==> config.mk <==
export PLATFORM = sky130hd
export DESIGN_NAME = periodic_and_once_task_dispatcher
export DESIGN_NICKNAME = d
export VERILOG_FILES = /design/src/design/pdtd_pkg.sv /design/src/design/periodic_and_once_task_dispatcher.sv /design/src/design/pdtd_queue.sv /design/src/design/pdtd_slots.sv
export SDC_FILE = /design/constraint.sdc
export NUM_CORES = 2
export LEC_CHECK = 0
export BUFFER_PORTS_ARGS = -buffer_cell sky130_fd_sc_hd__buf_2
export CAP_MARGIN = 20
export CORE_ASPECT_RATIO = 0.6
export CORE_MARGIN = 10
export CORE_UTILIZATION = 50
export CTS_CLUSTER_SIZE = 16
export DETAILED_ROUTE_END_ITERATION = 12
export PLACE_DENSITY = 0.71
export SETUP_SLACK_MARGIN = 0.02
export SLEW_MARGIN = 10
export SYNTH_ARGS = -nofsm -noshare
export SYNTH_HDL_FRONTEND = slang
export SYNTH_SLANG_ARGS = --single-unit
==> constraint.sdc <==
create_clock -name clock -period 7.32 [get_ports clock]
set_input_delay 1.464 -clock clock [delete_from_list [all_inputs] [get_ports clock]]
set_output_delay 1.464 -clock clock [all_outputs]
set_load 0.05 [all_outputs]
==> src/design/pdtd_pkg.sv <==
// Package for the periodic and run-once task dispatcher.
// Holds sizes, codes, sequencer states and the structs between modules; no dependencies.
`timescale 1ns / 1ps

package pdtd_pkg;

   localparam int TABLE_SLOTS = 16;
   localparam int QUEUE_DEPTH = 16;
   localparam int MAX_RESULTS = 32;

   localparam int SLOT_IDX_W  = (TABLE_SLOTS > 1) ? $clog2(TABLE_SLOTS) : 1;
   localparam int SLOT_CNT_W  = $clog2(TABLE_SLOTS + 1);
   localparam int QUEUE_IDX_W = (QUEUE_DEPTH > 1) ? $clog2(QUEUE_DEPTH) : 1;
   localparam int QUEUE_CNT_W = $clog2(QUEUE_DEPTH + 1);
   localparam int RES_CNT_W   = $clog2(MAX_RESULTS + 1);

   localparam logic [1:0] FUNC_ADD  = 2'd0;
   localparam logic [1:0] FUNC_PUSH = 2'd1;
   localparam logic [1:0] FUNC_TICK = 2'd2;

   localparam logic [1:0] KIND_STATUS = 2'd0;
   localparam logic [1:0] KIND_RUN    = 2'd1;
   localparam logic [1:0] KIND_IDLE   = 2'd2;

   localparam logic [1:0] STAT_OK     = 2'd0;
   localparam logic [1:0] STAT_REJECT = 2'd1;
   localparam logic [1:0] STAT_QFULL  = 2'd2;

   typedef enum logic [3:0] {
      ST_IDLE   = 4'b0001,
      ST_DRAIN  = 4'b0010,
      ST_SCAN   = 4'b0100,
      ST_FINISH = 4'b1000
   } state_type;

   typedef struct packed {
      logic       push;
      logic [7:0] push_id;
      logic       pop;
   } queue_ctrl_type;

   typedef struct packed {
      logic [QUEUE_CNT_W-1:0] fill;
      logic [7:0]             head_id;
   } queue_stat_type;

   typedef struct packed {
      logic        add;
      logic [7:0]  add_id;
      logic [31:0] add_period;
      logic        start;
      logic        step;
      logic [31:0] now;
   } slot_ctrl_type;

   typedef struct packed {
      logic [SLOT_CNT_W-1:0] count;
      logic                  more;
      logic                  due;
      logic [7:0]            id;
   } slot_stat_type;

endpackage

==> src/design/periodic_and_once_task_dispatcher.sv <==
// Top level of the task dispatcher: sequencer, pending result and output register.
// Depends on pdtd_pkg, pdtd_queue and pdtd_slots.
//
// Add and push beats place their status reply in the output register. During a
// tick, while the result side never stalls, the queue read port drains one id per
// cycle, then the table read port and its single subtract-and-compare unit check
// one slot per cycle; a step to enter the scan lies between the two, and a closing
// step ends the run. Run results come out one beat behind their discovery so the
// final one carries last_of_run; a tick with no task due gives one idle beat.
// req_ready is low while a tick is in progress and while the output register
// holds a beat that is not being taken.
`timescale 1ns / 1ps

module periodic_and_once_task_dispatcher (
   input  logic        clock,
   input  logic        reset,
   input  logic        req_valid,
   output logic        req_ready,
   input  logic [1:0]  req_func,
   input  logic [7:0]  req_task_id,
   input  logic [31:0] req_period,
   input  logic [31:0] req_now_time,
   output logic        rsp_valid,
   input  logic        rsp_ready,
   output logic [1:0]  rsp_kind,
   output logic [7:0]  rsp_run_id,
   output logic [1:0]  rsp_status,
   output logic        rsp_last_of_run
);

   pdtd_pkg::state_type      state_ff, state_in;
   pdtd_pkg::queue_ctrl_type qctrl;
   pdtd_pkg::queue_stat_type qstat;
   pdtd_pkg::slot_ctrl_type  sctrl;
   pdtd_pkg::slot_stat_type  sstat;

   logic [31:0]                    now_ff, now_in;
   logic [pdtd_pkg::RES_CNT_W-1:0] res_cnt_ff, res_cnt_in;
   logic                           pend_valid_ff, pend_valid_in;
   logic [7:0]                     pend_id_ff, pend_id_in;
   logic                           rsp_valid_ff, rsp_valid_in;
   logic [1:0]                     rsp_kind_ff, rsp_kind_in;
   logic [7:0]                     rsp_run_id_ff, rsp_run_id_in;
   logic [1:0]                     rsp_status_ff, rsp_status_in;
   logic                           rsp_last_ff, rsp_last_in;
   logic                           out_free;
   logic                           budget_ok;
   logic                           cand;
   logic [7:0]                     cand_id;

   pdtd_queue u_queue (
      .clock (clock),
      .reset (reset),
      .ctrl  (qctrl),
      .stat  (qstat)
   );

   pdtd_slots u_slots (
      .clock (clock),
      .reset (reset),
      .ctrl  (sctrl),
      .stat  (sstat)
   );

   assign out_free  = !rsp_valid_ff || rsp_ready;
   assign req_ready = (state_ff == pdtd_pkg::ST_IDLE) && out_free;
   assign budget_ok = res_cnt_ff < pdtd_pkg::RES_CNT_W'(pdtd_pkg::MAX_RESULTS);

   always_comb begin
      state_in         = state_ff;
      now_in           = now_ff;
      res_cnt_in       = res_cnt_ff;
      pend_valid_in    = pend_valid_ff;
      pend_id_in       = pend_id_ff;
      rsp_valid_in     = rsp_valid_ff && !rsp_ready;
      rsp_kind_in      = rsp_kind_ff;
      rsp_run_id_in    = rsp_run_id_ff;
      rsp_status_in    = rsp_status_ff;
      rsp_last_in      = rsp_last_ff;
      qctrl.push       = 1'b0;
      qctrl.push_id    = req_task_id;
      qctrl.pop        = 1'b0;
      sctrl.add        = 1'b0;
      sctrl.add_id     = req_task_id;
      sctrl.add_period = req_period;
      sctrl.start      = state_ff != pdtd_pkg::ST_SCAN;
      sctrl.step       = 1'b0;
      sctrl.now        = now_ff;
      cand             = 1'b0;
      cand_id          = '0;

      case (state_ff)
         pdtd_pkg::ST_IDLE: begin
            if (req_valid && req_ready) begin
               case (req_func)
                  pdtd_pkg::FUNC_ADD: begin
                     rsp_valid_in  = 1'b1;
                     rsp_kind_in   = pdtd_pkg::KIND_STATUS;
                     rsp_run_id_in = '0;
                     rsp_last_in   = 1'b1;
                     if (req_task_id != 8'd0 &&
                         sstat.count < pdtd_pkg::SLOT_CNT_W'(pdtd_pkg::TABLE_SLOTS)) begin
                        sctrl.add     = 1'b1;
                        rsp_status_in = pdtd_pkg::STAT_OK;
                     end else begin
                        rsp_status_in = pdtd_pkg::STAT_REJECT;
                     end
                  end
                  pdtd_pkg::FUNC_PUSH: begin
                     rsp_valid_in  = 1'b1;
                     rsp_kind_in   = pdtd_pkg::KIND_STATUS;
                     rsp_run_id_in = '0;
                     rsp_last_in   = 1'b1;
                     if (qstat.fill < pdtd_pkg::QUEUE_CNT_W'(pdtd_pkg::QUEUE_DEPTH)) begin
                        qctrl.push    = 1'b1;
                        rsp_status_in = pdtd_pkg::STAT_OK;
                     end else begin
                        rsp_status_in = pdtd_pkg::STAT_QFULL;
                     end
                  end
                  pdtd_pkg::FUNC_TICK: begin
                     now_in     = req_now_time;
                     res_cnt_in = '0;
                     state_in   = pdtd_pkg::ST_DRAIN;
                  end
                  default: begin
                  end
               endcase
            end
         end
         pdtd_pkg::ST_DRAIN: begin
            if (out_free) begin
               if (qstat.fill != '0 && budget_ok) begin
                  qctrl.pop = 1'b1;
                  cand      = qstat.head_id != 8'd0;
                  cand_id   = qstat.head_id;
               end else begin
                  state_in = pdtd_pkg::ST_SCAN;
               end
            end
         end
         pdtd_pkg::ST_SCAN: begin
            if (out_free) begin
               if (sstat.more && budget_ok) begin
                  sctrl.step = 1'b1;
                  cand       = sstat.due;
                  cand_id    = sstat.id;
               end else begin
                  state_in = pdtd_pkg::ST_FINISH;
               end
            end
         end
         pdtd_pkg::ST_FINISH: begin
            if (out_free) begin
               rsp_valid_in  = 1'b1;
               rsp_status_in = pdtd_pkg::STAT_OK;
               rsp_last_in   = 1'b1;
               if (pend_valid_ff) begin
                  rsp_kind_in   = pdtd_pkg::KIND_RUN;
                  rsp_run_id_in = pend_id_ff;
               end else begin
                  rsp_kind_in   = pdtd_pkg::KIND_IDLE;
                  rsp_run_id_in = '0;
               end
               pend_valid_in = 1'b0;
               state_in      = pdtd_pkg::ST_IDLE;
            end
         end
         default: begin
            state_in = pdtd_pkg::ST_IDLE;
         end
      endcase

      // hold the newest run id back one beat; release the older one
      if (cand) begin
         res_cnt_in    = res_cnt_ff + pdtd_pkg::RES_CNT_W'(1);
         pend_valid_in = 1'b1;
         pend_id_in    = cand_id;
         if (pend_valid_ff) begin
            rsp_valid_in  = 1'b1;
            rsp_kind_in   = pdtd_pkg::KIND_RUN;
            rsp_run_id_in = pend_id_ff;
            rsp_status_in = pdtd_pkg::STAT_OK;
            rsp_last_in   = 1'b0;
         end
      end
   end

   always_ff @(posedge clock) begin
      if (reset) begin
         state_ff      <= pdtd_pkg::ST_IDLE;
         res_cnt_ff    <= '0;
         pend_valid_ff <= 1'b0;
         rsp_valid_ff  <= 1'b0;
      end else begin
         state_ff      <= state_in;
         res_cnt_ff    <= res_cnt_in;
         pend_valid_ff <= pend_valid_in;
         rsp_valid_ff  <= rsp_valid_in;
      end
   end

   always_ff @(posedge clock) begin
      now_ff        <= now_in;
      pend_id_ff    <= pend_id_in;
      rsp_kind_ff   <= rsp_kind_in;
      rsp_run_id_ff <= rsp_run_id_in;
      rsp_status_ff <= rsp_status_in;
      rsp_last_ff   <= rsp_last_in;
   end

   assign rsp_valid       = rsp_valid_ff;
   assign rsp_kind        = rsp_kind_ff;
   assign rsp_run_id      = rsp_run_id_ff;
   assign rsp_status      = rsp_status_ff;
   assign rsp_last_of_run = rsp_last_ff;

   a_idle_no_pending: assert property (@(posedge clock) disable iff (reset)
      state_ff == pdtd_pkg::ST_IDLE |-> !pend_valid_ff)
      else $error("pending run id left over in idle");

   a_budget: assert property (@(posedge clock) disable iff (reset)
      res_cnt_ff <= pdtd_pkg::RES_CNT_W'(pdtd_pkg::MAX_RESULTS))
      else $error("result budget exceeded");

   a_finish_emits_last: assert property (@(posedge clock) disable iff (reset)
      (state_ff == pdtd_pkg::ST_FINISH && out_free) |=>
      (rsp_valid_ff && rsp_last_ff && state_ff == pdtd_pkg::ST_IDLE))
      else $error("tick closed without a final beat");

   a_run_id_nonzero: assert property (@(posedge clock) disable iff (reset)
      (rsp_valid_ff && rsp_kind_ff == pdtd_pkg::KIND_RUN) |-> rsp_run_id_ff != 8'd0)
      else $error("run beat carries id zero");

endmodule

==> src/design/pdtd_queue.sv <==
// Ring FIFO of run-once task ids with a registered read of the head entry.
// Depends on pdtd_pkg.
`timescale 1ns / 1ps

module pdtd_queue (
   input  logic                    clock,
   input  logic                    reset,
   input  pdtd_pkg::queue_ctrl_type ctrl,
   output pdtd_pkg::queue_stat_type stat
);

   logic [7:0] mem [pdtd_pkg::QUEUE_DEPTH];

   logic [pdtd_pkg::QUEUE_IDX_W-1:0] head_ff, head_in, head_nxt;
   logic [pdtd_pkg::QUEUE_IDX_W-1:0] tail_ff, tail_in, tail_nxt;
   logic [pdtd_pkg::QUEUE_CNT_W-1:0] fill_ff, fill_in;
   logic [7:0]                       rd_ff;

   always_comb begin
      head_nxt = (head_ff == pdtd_pkg::QUEUE_IDX_W'(pdtd_pkg::QUEUE_DEPTH - 1)) ?
                 '0 : head_ff + pdtd_pkg::QUEUE_IDX_W'(1);
      tail_nxt = (tail_ff == pdtd_pkg::QUEUE_IDX_W'(pdtd_pkg::QUEUE_DEPTH - 1)) ?
                 '0 : tail_ff + pdtd_pkg::QUEUE_IDX_W'(1);
      head_in  = ctrl.pop ? head_nxt : head_ff;
      tail_in  = ctrl.push ? tail_nxt : tail_ff;
      fill_in  = fill_ff;
      if (ctrl.push) begin
         fill_in = fill_ff + pdtd_pkg::QUEUE_CNT_W'(1);
      end else if (ctrl.pop) begin
         fill_in = fill_ff - pdtd_pkg::QUEUE_CNT_W'(1);
      end
   end

   always_ff @(posedge clock) begin
      if (reset) begin
         head_ff <= '0;
         tail_ff <= '0;
         fill_ff <= '0;
      end else begin
         head_ff <= head_in;
         tail_ff <= tail_in;
         fill_ff <= fill_in;
      end
   end

   always_ff @(posedge clock) begin
      if (ctrl.push) begin
         mem[tail_ff] <= ctrl.push_id;
      end
      rd_ff <= mem[head_in];
   end

   assign stat.fill    = fill_ff;
   assign stat.head_id = rd_ff;

endmodule

==> src/design/pdtd_slots.sv <==
// Periodic task table: id, period and last run time memories, scan index and the
// shared wrapping subtract-and-compare unit. Depends on pdtd_pkg.
`timescale 1ns / 1ps

module pdtd_slots (
   input  logic                   clock,
   input  logic                   reset,
   input  pdtd_pkg::slot_ctrl_type ctrl,
   output pdtd_pkg::slot_stat_type stat
);

   logic [7:0]  ids   [pdtd_pkg::TABLE_SLOTS];
   logic [31:0] pers  [pdtd_pkg::TABLE_SLOTS];
   logic [31:0] lasts [pdtd_pkg::TABLE_SLOTS];

   logic [pdtd_pkg::SLOT_CNT_W-1:0] count_ff, count_in;
   logic [pdtd_pkg::SLOT_CNT_W-1:0] idx_ff, idx_in;
   logic [pdtd_pkg::SLOT_IDX_W-1:0] rd_addr;
   logic [7:0]                      rd_id_ff;
   logic [31:0]                     rd_per_ff;
   logic [31:0]                     rd_last_ff;
   logic [31:0]                     elapsed;

   always_comb begin
      count_in = ctrl.add ? count_ff + pdtd_pkg::SLOT_CNT_W'(1) : count_ff;
      if (ctrl.start) begin
         idx_in = '0;
      end else if (ctrl.step) begin
         idx_in = idx_ff + pdtd_pkg::SLOT_CNT_W'(1);
      end else begin
         idx_in = idx_ff;
      end
      rd_addr = idx_in[pdtd_pkg::SLOT_IDX_W-1:0];
      elapsed = ctrl.now - rd_last_ff;
   end

   always_ff @(posedge clock) begin
      if (reset) begin
         count_ff <= '0;
         idx_ff   <= '0;
      end else begin
         count_ff <= count_in;
         idx_ff   <= idx_in;
      end
   end

   always_ff @(posedge clock) begin
      if (ctrl.add) begin
         ids[count_ff[pdtd_pkg::SLOT_IDX_W-1:0]]  <= ctrl.add_id;
         pers[count_ff[pdtd_pkg::SLOT_IDX_W-1:0]] <= ctrl.add_period;
      end
      if (ctrl.add) begin
         lasts[count_ff[pdtd_pkg::SLOT_IDX_W-1:0]] <= '0;
      end else if (ctrl.step && stat.due) begin
         lasts[idx_ff[pdtd_pkg::SLOT_IDX_W-1:0]] <= ctrl.now;
      end
      rd_id_ff   <= ids[rd_addr];
      rd_per_ff  <= pers[rd_addr];
      rd_last_ff <= lasts[rd_addr];
   end

   assign stat.count = count_ff;
   assign stat.more  = idx_ff < count_ff;
   assign stat.due   = elapsed >= rd_per_ff;
   assign stat.id    = rd_id_ff;

endmodule
==> results.sh <==
export IMPL_dr_pass1_iters=8
export IMPL_rows=97
export IMPL_grt_start_max_net_pins=192
export IMPL_grt_pass1_wl_um=236000
export IMPL_p_int_mw=12.8
export IMPL_clock_path_buffers=3
export IMPL_dpl_hpwl_um=92900
export IMPL_dieHeight_um=287
export IMPL_reg2regPathDepth=20
export IMPL_cts_buffers=121
export IMPL_worstSetupStartpointType="flop"
export IMPL_start_util=0.506
export IMPL_cp_required_ns=7.73
export IMPL_grt_total_usage=0.231
export IMPL_core_area_um2=117000
export IMPL_clk_latency_ns=0.76
export IMPL_die_x_um=465
export IMPL_antenna_found_initial=20
export IMPL_r2r_slack_ns=0.39
export IMPL_pre_cts_ws_ns=0.550
export IMPL_slew_headroom=0.198
export IMPL_vias=37519
export IMPL_timing_final_crit_share=0.947
export IMPL_clock_sinks=1448
export IMPL_num_nets_final=4314
export IMPL_grt_overflow=0
export IMPL_switching_power_mw=3.28
export IMPL_fin_skew_ns=0.0380
export IMPL_syn_to_final_growth_pct=11.6
export IMPL_status="completed"
export IMPL_maxCapViolations=0
export IMPL_route_detailed_drc=0
export IMPL_place_congestion=0.878
export IMPL_wl_per_cell_um=27.2
export IMPL_num_io_pins=93
export IMPL_tns_ns=0
export IMPL_crit_end="u_slots.lasts[12][4]$_DFFE_PP_"
export IMPL_ys_ff_latch=1448
export IMPL_synth_cells=4116
export IMPL_p_leak_nw=21.8
export IMPL_pwr_share_seq=0.560
export IMPL_final_util=0.564
export IMPL_power_density_nw_per_um2=243
export IMPL_die_area_um2=133000
export IMPL_syn_nets=4277
export IMPL_setup_violations_final=0
export IMPL_total_power_mw=16.1
export IMPL_drtIter0Drc=5466
export IMPL_num_fill_cells=9093
export IMPL_setup_ws_ns=0.388
export IMPL_port_buffers=92
export IMPL_grt_setup_unrepaired="no"
export IMPL_clk_pin_slew_worst_paths_ns=0.07
export IMPL_synthFlopType="edfxtp_1"
export IMPL_grt_pass1_vias=35686
export IMPL_yosysWarnings=0
export IMPL_cts_tree="built"
export IMPL_drv_slew=0
export IMPL_cp_max_fo=23
export IMPL_regToRegEndpoint="u_slots.lasts[12][4]$_DFFE_PP_"
export IMPL_yosysSeqAreaShare=0.712
export IMPL_end_kind="flop"
export IMPL_synth_largest_area_cell="edfxtp_1"
export IMPL_drt_wl_total_um=159000
export IMPL_vdd_drop_max_uv=206
export IMPL_worstPathArrival_ns=7.34
export IMPL_yosys_area_top_type_share=0.669
export IMPL_path_class="reg -> reg"
export IMPL_timing_rr_start="now_ff[4]$_DFFE_PP_"
export IMPL_ys_async_sr_fraction=0
export IMPL_power_frac_comb=0.024
export IMPL_switching_share=0.204
export IMPL_hold_buffers=0
export IMPL_cts_root_buf="clkbuf_16"
export IMPL_fmax_mhz=144
export IMPL_p_clk_frac=0.416
export IMPL_period_needed_ns=6.93
export IMPL_h_tree_depth=3
export IMPL_hold_violations=0
export IMPL_ant_nets=0
export IMPL_drive_gt1_frac=0.122
export IMPL_synth_edf_count=1320
export IMPL_crit_path_start="now_ff[4]$_DFFE_PP_"
export IMPL_avgViaCountPerCell=6.41
export IMPL_hp_class="reg -> reg"
export IMPL_synthTopCellsByArea="edfxtp_1 (67%), dfxtp_1 (4.3%), mux2i_1 (3.8%)"
export IMPL_tightest_slew_ns=1.20
export IMPL_syn_avg_cell_area_um2=14.4
export IMPL_netlist_area_um2=59300
export IMPL_synthDistinctLibCells=70
## area by class of cell
class | instances | area (um^2) | area share
Timing Repair Buffer | 204 | 1570 | 0.0238
Tap cell | 1584 | 1980 | 0.0300
Clock inverter | 62 | 709 | 0.0107
Multi-Input combinational cell | 2290 | 16000 | 0.241
Sequential cell | 1448 | 42200 | 0.638
Antenna cell | 9 | 22.5 | 0.000340
Clock buffer | 167 | 3370 | 0.0510
Inverter | 88 | 330 | 0.00499
## cells by family after synthesis
family,count (synthesis),share of synthesized area
flip-flops,1448,0.712
buffers and inverters,378,0.0255
XOR/XNOR,37,0.00547
adder cells (fa/ha/maj),83,0.0178
AND/OR/NAND/NOR,882,0.0754
AO/OA/AOI/OAI,993,0.113
multiplexers,295,0.0512
## flip-flops by register name, indices dropped and copies added (netlist names), 6 cells and up
register            cells
u_queue.rd_ff           8
rsp_run_id              8
u_slots.lasts         512
u_queue.mem           128
u_slots.ids           128
u_slots.rd_last_ff     32
res_cnt_ff              6
u_slots.rd_per_ff      32
now_ff                 32
u_slots.rd_id_ff        8
u_slots.pers          512
pend_id_ff              8
## power by group through the flow
stage | clock network [mW] | logic [mW] | registers, mW
after detailed placement | 0 | 0.369 | 9.20
after floorplan | 0 | 0.190 | 9.20
after CTS | 6.73 | 0.372 | 9.02
after global placement | 0 | 0.361 | 9.20
after global routing | 7.08 | 0.411 | 9.02
final | 6.70 | 0.379 | 9.02
## per-stage QoR
stage | cell area, um^2 | hold WS [ns] | instances
2_1_floorplan | 59300 | 0.442 | 4116
3_3_place_gp | 62000 | 0.433 | 5611
3_5_place_dp | 62000 | 0.434 | 5612
4_1_cts | 66100 | 0.457 | 5841
5_1_grt | 66100 | 0.494 | 5848
6_report | 66200 | 0.454 | 5852
## placed cells by master, fill, tap and decap left out, types with 81 or more instances in the layout
cell type / synthesis / layout
mux2i_1: 227 / 225
ha_1: 81 / 81
o21ai_0: 319 / 315
edfxtp_1: 1320 / 1320
nand2_1: 211 / 209
inv_1: 88 / 87
clkbuf_16: 0 / 122
buf_4: 1 / 89
nand3_1: 330 / 330
buf_2: 61 / 93
dfxtp_1: 128 / 128
a211oi_1: 293 / 292
## worst max-delay path, cell delays in order, from the launching register on
cell,delay (ns)
edfxtp_1,0.41
ha_1,0.35
and2_1,0.20
o211a_1,0.20
o21ai_0,0.19
o31a_1,0.34
nor4b_1,0.55
o31ai_1,0.23
o21ai_0,0.50
or4b_1,0.20
nand4_1,0.12
ha_1,0.33
nand4_1,0.08
nor2_1,0.20
nand2_1,0.11
o41ai_2,0.58
buf_4,0.34
nand2_1,0.22
or3_1,0.55
o21ai_4,0.51
buf_12,0.33
## how the worst min path moves through the flow
stage	slack, ns	depth (start not counted)	startpoint	end
after global placement	0.43	1	rsp_kind[0]$_DFF_P_	rsp_kind[0]$_DFF_P_
after floorplan	0.44	1	pend_id_ff[0]$_DFFE_PN_	rsp_run_id[0]$_DFF_P_
after CTS	0.46	1	rsp_kind[0]$_DFF_P_	rsp_kind[0]$_DFF_P_
after global routing	0.49	1	rsp_kind[0]$_DFF_P_	rsp_kind[0]$_DFF_P_
final	0.45	1	rsp_kind[0]$_DFF_P_	rsp_kind[0]$_DFF_P_
after detailed placement	0.43	1	rsp_kind[0]$_DFF_P_	rsp_kind[0]$_DFF_P_
## layer usage
metal,routed length [um],global-route usage,vias up
li1,-,-,16279
met1,67800,0.348,18688
met2,66800,0.324,2306
met3,21300,0.0738,236
met4,3180,0.0540,10
met5,58,0,-
## synth_stat cells (all sizes together), types with 20 or more instances
master      n
a211oi    294
a21o       32
a21oi      69
and2       39
and3       55
buf        76
clkbuf    214
dfxtp     128
edfxtp   1320
ha         81
inv        88
mux2       68
mux2i     227
nand2     211
nand3     331
nor2       68
nor3       25
nor4       80
o2111ai    71
o21ai     327
o22a       68
o22ai      20
xnor2      27
## timing repair
item | CTS | global route
setup buffers | 0 | 0
endpoints found under the setup margin | 0 | 20
gates resized for setup | 0 | 1
endpoints found under the hold margin | 0 | 0
Note: power is estimated with default switching activity, not from simulation.
